==> config.mk <==
export PLATFORM = sky130hd
export DESIGN_NAME = sine_cosine_table_interpolator_top_flat
export DESIGN_NICKNAME = d
export VERILOG_FILES = /design/src/hdl/sct_pkg.sv /design/src/hdl/sct_angle_if.sv /design/src/hdl/sct_result_if.sv /design/src/hdl/sine_cosine_table_interpolator_top.sv /design/src/flat_wrapper.sv
export SDC_FILE = /design/constraint.sdc
export NUM_CORES = 2
export LEC_CHECK = 0
export BUFFER_PORTS_ARGS = -buffer_cell sky130_fd_sc_hd__clkbuf_2
export CAP_MARGIN = 25
export CORE_MARGIN = 4
export CORE_UTILIZATION = 30
export DETAILED_ROUTE_END_ITERATION = 10
export PLACE_DENSITY = 0.47
export SLEW_MARGIN = 5
export SYNTH_ARGS = -nofsm -noshare
export SYNTH_HDL_FRONTEND = slang
export SYNTH_SLANG_ARGS = --single-unit
==> constraint.sdc <==
create_clock -name clk_i -period 23.8 [get_ports clk_i]
set_input_delay 1.19 -clock clk_i [delete_from_list [all_inputs] [get_ports clk_i]]
set_output_delay 1.19 -clock clk_i [all_outputs]
set_load 0.05 [all_outputs]
==> src/hdl/sct_pkg.sv <==
package sct_pkg;

  // fixed field formats
  localparam int ANGLE_W         = 32;
  localparam int ANGLE_FRAC_BITS = 16;
  localparam int OUT_W           = 16;
  localparam int OUT_FRAC_BITS   = 14;

  // one-degree tables
  localparam int TABLE_ENTRIES   = 361;
  localparam int FULL_TURN       = 360;
  localparam int THREE_QUARTER   = 270;
  localparam int HALF_TURN       = 180;
  localparam int QUARTER_TURN    = 90;
  localparam int QUARTER_ENTRIES = QUARTER_TURN + 1;
  localparam int DEG_W           = $clog2(TABLE_ENTRIES);
  localparam int QIDX_W          = $clog2(QUARTER_ENTRIES);

  // angle reduction: whole degrees are offset by whole turns to stay positive,
  // then split into a high part (table) and a low part (added directly)
  localparam int WHOLE_W      = ANGLE_W - ANGLE_FRAC_BITS;
  localparam int OFFSET_TURNS = ((1 << (WHOLE_W - 1)) + FULL_TURN - 1) / FULL_TURN;
  localparam int WRAP_OFFSET  = OFFSET_TURNS * FULL_TURN;
  localparam int SHIFTED_W    = WHOLE_W + 1;
  localparam int LOW_W        = DEG_W;
  localparam int HIGH_W       = SHIFTED_W - LOW_W;
  localparam int HIGH_ENTRIES = 1 << HIGH_W;
  localparam int SUM_W        = DEG_W + 1;

  // interpolation accumulator
  localparam int ACC_W = OUT_W + ANGLE_FRAC_BITS + 2;

  // series constants for building the quarter-wave table
  localparam logic [63:0] PI_Q30       = 64'd3373259426;
  localparam logic [63:0] Q30_ONE      = 64'd1 << 30;
  localparam int          TAYLOR_TERMS = 12;
  localparam logic [63:0] TAYLOR_DIV [TAYLOR_TERMS] = '{
    64'd6, 64'd20, 64'd42, 64'd72, 64'd110, 64'd156,
    64'd210, 64'd272, 64'd342, 64'd420, 64'd506, 64'd600
  };

  typedef logic [OUT_W-2:0]        qval_t;
  typedef qval_t                   qrom_t [QUARTER_ENTRIES];
  typedef logic [DEG_W-1:0]        deg_t;
  typedef deg_t                    modrom_t [HIGH_ENTRIES];
  typedef logic signed [OUT_W-1:0] sample_t;

  // sin(k deg) for k in 0..90, Q2.30 series rounded half up to the output format
  function automatic qval_t quarter_sine(int unsigned k);
    logic [63:0]        x;
    logic [63:0]        t;
    logic signed [63:0] sum;
    logic [63:0]        q;
    if (k == 0) begin
      q = 64'd0;
    end else if (k >= QUARTER_TURN) begin
      q = Q30_ONE;
    end else begin
      x   = (64'(k) * PI_Q30 + 64'd90) / 64'd180;
      t   = x;
      sum = signed'(x);
      for (int n = 1; n <= TAYLOR_TERMS; n++) begin
        t = (t * x) >> 30;
        t = (t * x) >> 30;
        t = t / TAYLOR_DIV[n-1];
        if ((n & 1) != 0) begin
          sum = sum - signed'(t);
        end else begin
          sum = sum + signed'(t);
        end
      end
      if (sum < 0) begin
        sum = 64'sd0;
      end
      if (sum > signed'(Q30_ONE)) begin
        sum = signed'(Q30_ONE);
      end
      q = unsigned'(sum);
    end
    q = (q + (64'd1 << (29 - OUT_FRAC_BITS))) >> (30 - OUT_FRAC_BITS);
    return q[OUT_W-2:0];
  endfunction

  function automatic qrom_t build_qrom();
    qrom_t r;
    for (int k = 0; k < QUARTER_ENTRIES; k++) begin
      r[k] = quarter_sine(k);
    end
    return r;
  endfunction

  // (high part * 2^LOW_W) mod 360
  function automatic modrom_t build_modrom();
    modrom_t r;
    for (int h = 0; h < HIGH_ENTRIES; h++) begin
      r[h] = DEG_W'((h * (1 << LOW_W)) % FULL_TURN);
    end
    return r;
  endfunction

  localparam qrom_t   QSIN      = build_qrom();
  localparam modrom_t MOD_HIGH  = build_modrom();

  // full-turn sine from the quarter-wave table, k in 0..360
  function automatic sample_t sine_at(deg_t k);
    deg_t    fk;
    logic    neg;
    sample_t mag;
    if (k <= DEG_W'(QUARTER_TURN)) begin
      fk  = k;
      neg = 1'b0;
    end else if (k <= DEG_W'(HALF_TURN)) begin
      fk  = DEG_W'(HALF_TURN) - k;
      neg = 1'b0;
    end else if (k <= DEG_W'(THREE_QUARTER)) begin
      fk  = k - DEG_W'(HALF_TURN);
      neg = 1'b1;
    end else begin
      fk  = DEG_W'(FULL_TURN) - k;
      neg = 1'b1;
    end
    mag = signed'({1'b0, QSIN[fk[QIDX_W-1:0]]});
    return neg ? -mag : mag;
  endfunction

endpackage

==> src/hdl/sct_angle_if.sv <==
interface sct_angle_if import sct_pkg::*; ();
  logic                      valid;
  logic                      ready;
  logic signed [ANGLE_W-1:0] angle_deg;

  modport source (output valid, output angle_deg, input ready);
  modport sink   (input valid, input angle_deg, output ready);
endinterface

==> src/hdl/sct_result_if.sv <==
interface sct_result_if import sct_pkg::*; ();
  logic                    valid;
  logic                    ready;
  logic signed [OUT_W-1:0] sine_value;
  logic signed [OUT_W-1:0] cosine_value;

  modport source (output valid, output sine_value, output cosine_value, input ready);
  modport sink   (input valid, input sine_value, input cosine_value, output ready);
endinterface

==> src/hdl/sine_cosine_table_interpolator_top.sv <==
// Sine and cosine of an angle in degrees by one-degree table lookup and
// linear interpolation.
// in_i carries one signed angle per beat (16 fraction bits); out_o carries
// the matching sine and cosine in Q1.14, one beat per input beat, in order.
// Both channels use valid/ready; a beat moves when both are high.
// Pipeline: the angle is reduced mod 360 into the first register, the four
// neighboring table samples are read into the second, and the two
// interpolations (one 17x17 multiply each) fill the output register.
// Throughput is one beat per cycle while out_o.ready is high; each stage
// has its own valid bit, so an empty stage keeps taking beats while the
// output waits.
// When out_o.ready is low the output holds; stalls ripple back stage by
// stage and in_i.ready drops only once every stage is full.
// Reset clears all stage valid bits; the tables are constant logic and need
// no loading.
module sine_cosine_table_interpolator_top import sct_pkg::*; (
  input  logic         clk_i,
  input  logic         rst_ni,
  sct_angle_if.sink    in_i,
  sct_result_if.source out_o
);

  localparam logic signed [ACC_W-1:0] ROUND_HALF = ACC_W'(1) << (ANGLE_FRAC_BITS - 1);

  // interpolate lo + frac*(hi-lo), rounded half up
  function automatic sample_t interp(sample_t lo, sample_t hi,
                                     logic [ANGLE_FRAC_BITS-1:0] frac);
    logic signed [OUT_W:0]     diff;
    logic signed [ACC_W-1:0]   prod;
    logic signed [ACC_W-1:0]   acc;
    diff = signed'({hi[OUT_W-1], hi}) - signed'({lo[OUT_W-1], lo});
    prod = diff * signed'({1'b0, frac});
    acc  = (ACC_W'(lo) <<< ANGLE_FRAC_BITS) + prod + ROUND_HALF;
    return acc[ANGLE_FRAC_BITS+OUT_W-1:ANGLE_FRAC_BITS];
  endfunction

  // stage enables
  logic s1_valid_q, s2_valid_q, out_valid_q;
  logic en1, en2, en3;

  assign en3        = !out_valid_q || out_o.ready;
  assign en2        = !s2_valid_q || en3;
  assign en1        = !s1_valid_q || en2;
  assign in_i.ready = en1;

  // angle reduction mod 360
  logic [WHOLE_W-1:0]         whole;
  logic [SHIFTED_W-1:0]       shifted;
  logic [SUM_W-1:0]           part_sum;
  deg_t                       deg_d;

  assign whole    = in_i.angle_deg[ANGLE_W-1:ANGLE_FRAC_BITS];
  assign shifted  = {whole[WHOLE_W-1], whole} + SHIFTED_W'(WRAP_OFFSET);
  assign part_sum = SUM_W'(MOD_HIGH[shifted[SHIFTED_W-1:LOW_W]])
                  + SUM_W'(shifted[LOW_W-1:0]);

  always_comb begin
    if (part_sum >= SUM_W'(2 * FULL_TURN)) begin
      deg_d = DEG_W'(part_sum - SUM_W'(2 * FULL_TURN));
    end else if (part_sum >= SUM_W'(FULL_TURN)) begin
      deg_d = DEG_W'(part_sum - SUM_W'(FULL_TURN));
    end else begin
      deg_d = DEG_W'(part_sum);
    end
  end

  deg_t                       s1_deg_q;
  logic [ANGLE_FRAC_BITS-1:0] s1_frac_q;

  // table indexes for the neighboring samples
  deg_t sin_k1, cos_k0_raw, cos_k1_raw, cos_k0, cos_k1;

  assign sin_k1     = s1_deg_q + DEG_W'(1);
  assign cos_k0_raw = s1_deg_q + DEG_W'(QUARTER_TURN);
  assign cos_k1_raw = s1_deg_q + DEG_W'(QUARTER_TURN + 1);
  assign cos_k0     = (cos_k0_raw >= DEG_W'(FULL_TURN)) ?
                      cos_k0_raw - DEG_W'(FULL_TURN) : cos_k0_raw;
  assign cos_k1     = (cos_k1_raw >= DEG_W'(FULL_TURN)) ?
                      cos_k1_raw - DEG_W'(FULL_TURN) : cos_k1_raw;

  logic [ANGLE_FRAC_BITS-1:0] s2_frac_q;
  sample_t                    sin_lo_q, sin_hi_q, cos_lo_q, cos_hi_q;
  sample_t                    sine_q, cosine_q;

  // valid bits
  always_ff @(posedge clk_i or negedge rst_ni) begin
    if (!rst_ni) begin
      s1_valid_q  <= 1'b0;
      s2_valid_q  <= 1'b0;
      out_valid_q <= 1'b0;
    end else begin
      if (en1) begin
        s1_valid_q <= in_i.valid;
      end
      if (en2) begin
        s2_valid_q <= s1_valid_q;
      end
      if (en3) begin
        out_valid_q <= s2_valid_q;
      end
    end
  end

  // payload stages
  always_ff @(posedge clk_i) begin
    if (en1 && in_i.valid) begin
      s1_deg_q  <= deg_d;
      s1_frac_q <= in_i.angle_deg[ANGLE_FRAC_BITS-1:0];
    end
    if (en2 && s1_valid_q) begin
      s2_frac_q <= s1_frac_q;
      sin_lo_q  <= sine_at(s1_deg_q);
      sin_hi_q  <= sine_at(sin_k1);
      cos_lo_q  <= sine_at(cos_k0);
      cos_hi_q  <= sine_at(cos_k1);
    end
    if (en3 && s2_valid_q) begin
      sine_q   <= interp(sin_lo_q, sin_hi_q, s2_frac_q);
      cosine_q <= interp(cos_lo_q, cos_hi_q, s2_frac_q);
    end
  end

  assign out_o.valid        = out_valid_q;
  assign out_o.sine_value   = sine_q;
  assign out_o.cosine_value = cosine_q;

endmodule

==> src/flat_wrapper.sv <==
// flat-port wrapper written by rule: the top's interface ports become plain ports
module sine_cosine_table_interpolator_top_flat import sct_pkg::*;
  (clk_i, rst_ni, in_i_valid, in_i_angle_deg, in_i_ready, out_o_valid, out_o_sine_value, out_o_cosine_value, out_o_ready);
  sct_angle_if in_i_i ();
  sct_result_if out_o_i ();
  input  logic clk_i;
  input  logic rst_ni;
  input wire logic [$bits(in_i_i.valid)-1:0] in_i_valid;
  input wire logic [$bits(in_i_i.angle_deg)-1:0] in_i_angle_deg;
  output wire logic [$bits(in_i_i.ready)-1:0] in_i_ready;
  output wire logic [$bits(out_o_i.valid)-1:0] out_o_valid;
  output wire logic [$bits(out_o_i.sine_value)-1:0] out_o_sine_value;
  output wire logic [$bits(out_o_i.cosine_value)-1:0] out_o_cosine_value;
  input wire logic [$bits(out_o_i.ready)-1:0] out_o_ready;
  assign in_i_i.valid = in_i_valid;
  assign in_i_i.angle_deg = in_i_angle_deg;
  assign in_i_ready = in_i_i.ready;
  assign out_o_valid = out_o_i.valid;
  assign out_o_sine_value = out_o_i.sine_value;
  assign out_o_cosine_value = out_o_i.cosine_value;
  assign out_o_i.ready = out_o_ready;
  sine_cosine_table_interpolator_top u_core (.clk_i(clk_i), .rst_ni(rst_ni), .in_i(in_i_i), .out_o(out_o_i));
endmodule
==> results by group <==
CTS
  – H-tree Lvls: 4
  – TritonCTS buffer count: 17
  – Hold Buf Count CTS: 0
  – CTS sink count: 140
  – CTS tree: built
  – Worst-path clk slew: 0.07 ns
  – Worst-skew pair later-pin latency: 0.53 ns
  – Post-CTS Setup Inserts: 0
  – Max Buffers Root-to-Sink: 2
  – Root Driver: clkbuf_16
  – Post-CTS sizing: 0

Timing
  – RSZ-0062 raised after global routing: false
  – Max Clock Freq: between 0.09 and 0.1 GHz
  – Total Neg Setup Slack: 0 ns
  – Worst-margin pin slew: 1.042 ns
  – Final setup fails: 0
  – Slew headroom: 30.39%
  – Slew Limit Fails: 0
  – Final worst slack: between 10 and 15 ns
  – Fin. Hold Viols: 0
  – Fin crit period: 10.70 ns
  – Clock Skew: 0.02152 ns
  – Final period util: between 40% and 50%

Floorplanning
  – Die area: 142,900 sq um
  – Site Rows: 135
  – Initial Util: 30.25%
  – Die width: 378.1 um
  – Core Box Area: approximately 140,000 sq um
  – Ports: 70
  – Die Ht: ~380 um

Placed design
  – Setup WS pre-CTS: 13.08 ns
  – Dpl hpwl: 92.27 mm
  – Placed Instance Area: 43,370 sq um
  – RePlAce Congestion: slightly below 0.9
  – Port buffer count: 69

Detailed routing
  – Total iterations of the first detailed-routing run: 6
  – Met2 routed WL: 57.35 mm
  – Vias/cell: 5.187
  – Met3 Wirelength: 6.600 mm
  – Wire per inst: 18.76 um
  – Routed Antenna Nets: 0
  – DRT iter0 DRCs: 2,934
  – Vias: 34,480
  – WL met1: 58.85 mm
  – # DRC: 0
  – WL final: 124.7 mm
  – Uppermost layer routed: met4

Global routing
  – Global Route Usage Sum: 17.57%
  – Vias in the first global route: 34,580
  – Grt ovf: 0
  – Pin count of the biggest net entering global routing: 69
  – Initial antenna violation count: 2
  – First-pass GRT wire length: roughly 200 mm

Synth
  – Yosys reg bits: 140
  – Mapped Cells: 4,956
  – Async SR Flop Fraction: 2.143%
  – Synth warn: 0
  – Number of flops mapped to enable cells by yosys: 137
  – Syn_area_per_cell: 8.289 sq um
  – Register area share after synthesis: 10.20%
  – Yosys cell types: 113
  – Synth Net Count: 5,869
  – Mapped cell area: 41,080 sq um
  – Synth Flop Type: edfxtp_1

Layout
  – Fraction of layout instances using a drive strength above 1: under 10%
  – Number of antenna diodes: 0
  – Post-layout util: 32.35%
  – Layout area overhead: 6.932%
  – Cell area after layout: between 40,000 and 50,000 sq um
  – Layout net count: roughly 5,800
  – Fillers: between 10,000 and 15,000
  – Area of the multi-input gates: between 30,000 and 40,000 sq um
  – FF/Latch Area: 4189 sq um

Worst setup path
  – Worst Setup SP: u_core.cos_lo_q[0]$_DFFE_PP_
  – CP max FO: 16
  – Required @ worst endpoint: between 20 and 25 ns
  – Biggest cell delay along the critical path: 0.66 ns
  – Crit Reg-Reg Startpoint: u_core.cos_lo_q[0]$_DFFE_PP_
  – Worst-path cell with the longest stage delay: o41ai_1
  – CP Launch Type: register
  – Worst setup EP type: register
  – Crit Path Category: register to register
  – Reg2reg setup slack: 13.10 ns
  – Critical path arrival: 10.97 ns
  – CP dominant cell by count: o21ai_0

Hold path
  – Type of the tightest min-delay check: register to register
  – Hold path start: u_core.s1_frac_q[13]$_DFFE_PP_

Run status
  – Status: completed

Job
  – Max_cap viols: 0
## metal layers
layer	GRT usage, %	up-vias
met4	3.513	0
li1	-	16250
met5	0	-
met2	28.10	979
met3	2.437	101
met1	25.32	17150
## through the flow
stage	cells	hold slack, ns
3_3_place_gp	6611	0.4030
6_report	6647	0.4255
4_1_cts	6646	0.3998
3_5_place_dp	6615	0.4045
5_1_grt	6647	0.4227
2_1_floorplan	4956	0.4003
## final cells by class
| class | instances | area share, % |
|---|---|---|
| multi-input combinational | 3675 | 74.21 |
| tap | 1781 | 5.073 |
| timing repair buffer | 173 | 2.672 |
| clock buffer | 20 | 0.9940 |
| clock inverter | 11 | 0.2763 |
| sequential | 140 | 9.536 |
| inverter | 847 | 7.237 |
## cell usage after synthesis, drive strengths merged, types with 18 or more instances
cell type  count  area (sq um)
inv          841          3157
fa           572         11450
nand2        465          1755
and2         321          2008
ha           305          3816
nor2         287          1095
o21ai        237          1194
clkbuf       205         770.7
a21oi        204          1032
xnor2        160          1443
edfxtp       137          4114
nand3         93         470.5
buf           89         500.5
nor3          85         445.4
a211oi        67         533.0
o211ai        65         488.0
nor2b         61         381.6
xor2          60         533.0
a31oi         53         331.6
nand2b        39         244.0
a21o          34         255.2
o22ai         33         212.7
o31ai         31         260.3
a21boi        27         202.7
o311ai        27         244.0
a311oi        25         231.5
and3          22         137.6
nor4          22         150.1
o21a          22         165.2
a22oi         21         157.7
nand4         19         131.4
o221ai        19         166.4
a221oi        18         157.7
## cell usage in the layout (no fill, tap or decap), drive strengths merged, types with 25 or more instances in the layout
cell / instances
a211oi: 67
a21boi: 27
a21o: 34
a21oi: 204
a311oi: 25
a31oi: 53
and2: 321
buf: 103
clkbuf: 90
edfxtp: 137
fa: 572
ha: 305
inv: 842
nand2: 465
nand2b: 39
nand3: 93
nor2: 287
nor2b: 61
nor3: 85
o211ai: 65
o21ai: 237
o22ai: 33
o311ai: 27
o31ai: 31
xnor2: 160
xor2: 60
## cell families after synthesis
group | count (synthesis) | synth area share (%)
XOR/XNOR | 220 | 4.809
flip-flops | 140 | 10.20
multiplexers | 39 | 1.355
AO/OA/AOI/OAI | 1065 | 17.94
buffers and inverters | 1141 | 10.83
AND/OR/NAND/NOR | 1473 | 17.67
adder cells (fa/ha/maj) | 878 | 37.19
## path summary, 6_finish.rpt
check	end	cells past startpoint
setup / recovery	u_core.out_o.cosine_value[14]$_DFFE_PP_	40
hold / removal	u_core.s2_frac_q[13]$_DFFE_PP_	0
setup reg to reg	u_core.out_o.cosine_value[14]$_DFFE_PP_	40
hold reg to reg	u_core.s2_frac_q[13]$_DFFE_PP_	0
max in group asynchronous	u_core.out_o.valid$_DFFE_PN0P_	1
min in group asynchronous	u_core.s1_valid_q$_DFFE_PN0N_	1
## sequential cells by signal, summed over array words and instances, names as in the netlist, 16 cells and up
signal                     cells
u_core.s2_frac_q              16
u_core.s1_frac_q              16
u_core.out_o.sine_value       16
u_core.cos_hi_q               16
u_core.sin_lo_q               16
u_core.cos_lo_q               16
u_core.out_o.cosine_value     16
u_core.sin_hi_q               16
## worst max-delay path: cells and delay by family (launching register included)
family | cells | cell delay, ns
AO/OA/AOI/OAI | 20 | 5.16
adder cells (fa/ha/maj) | 9 | 3.81
AND/OR/NAND/NOR | 6 | 0.68
buffers and inverters | 5 | 0.40
flip-flops | 1 | 0.39
Power is left out: the tool's default activity adds up to more than one toggle a clock period on the data nets, which glitch-free logic cannot reach.
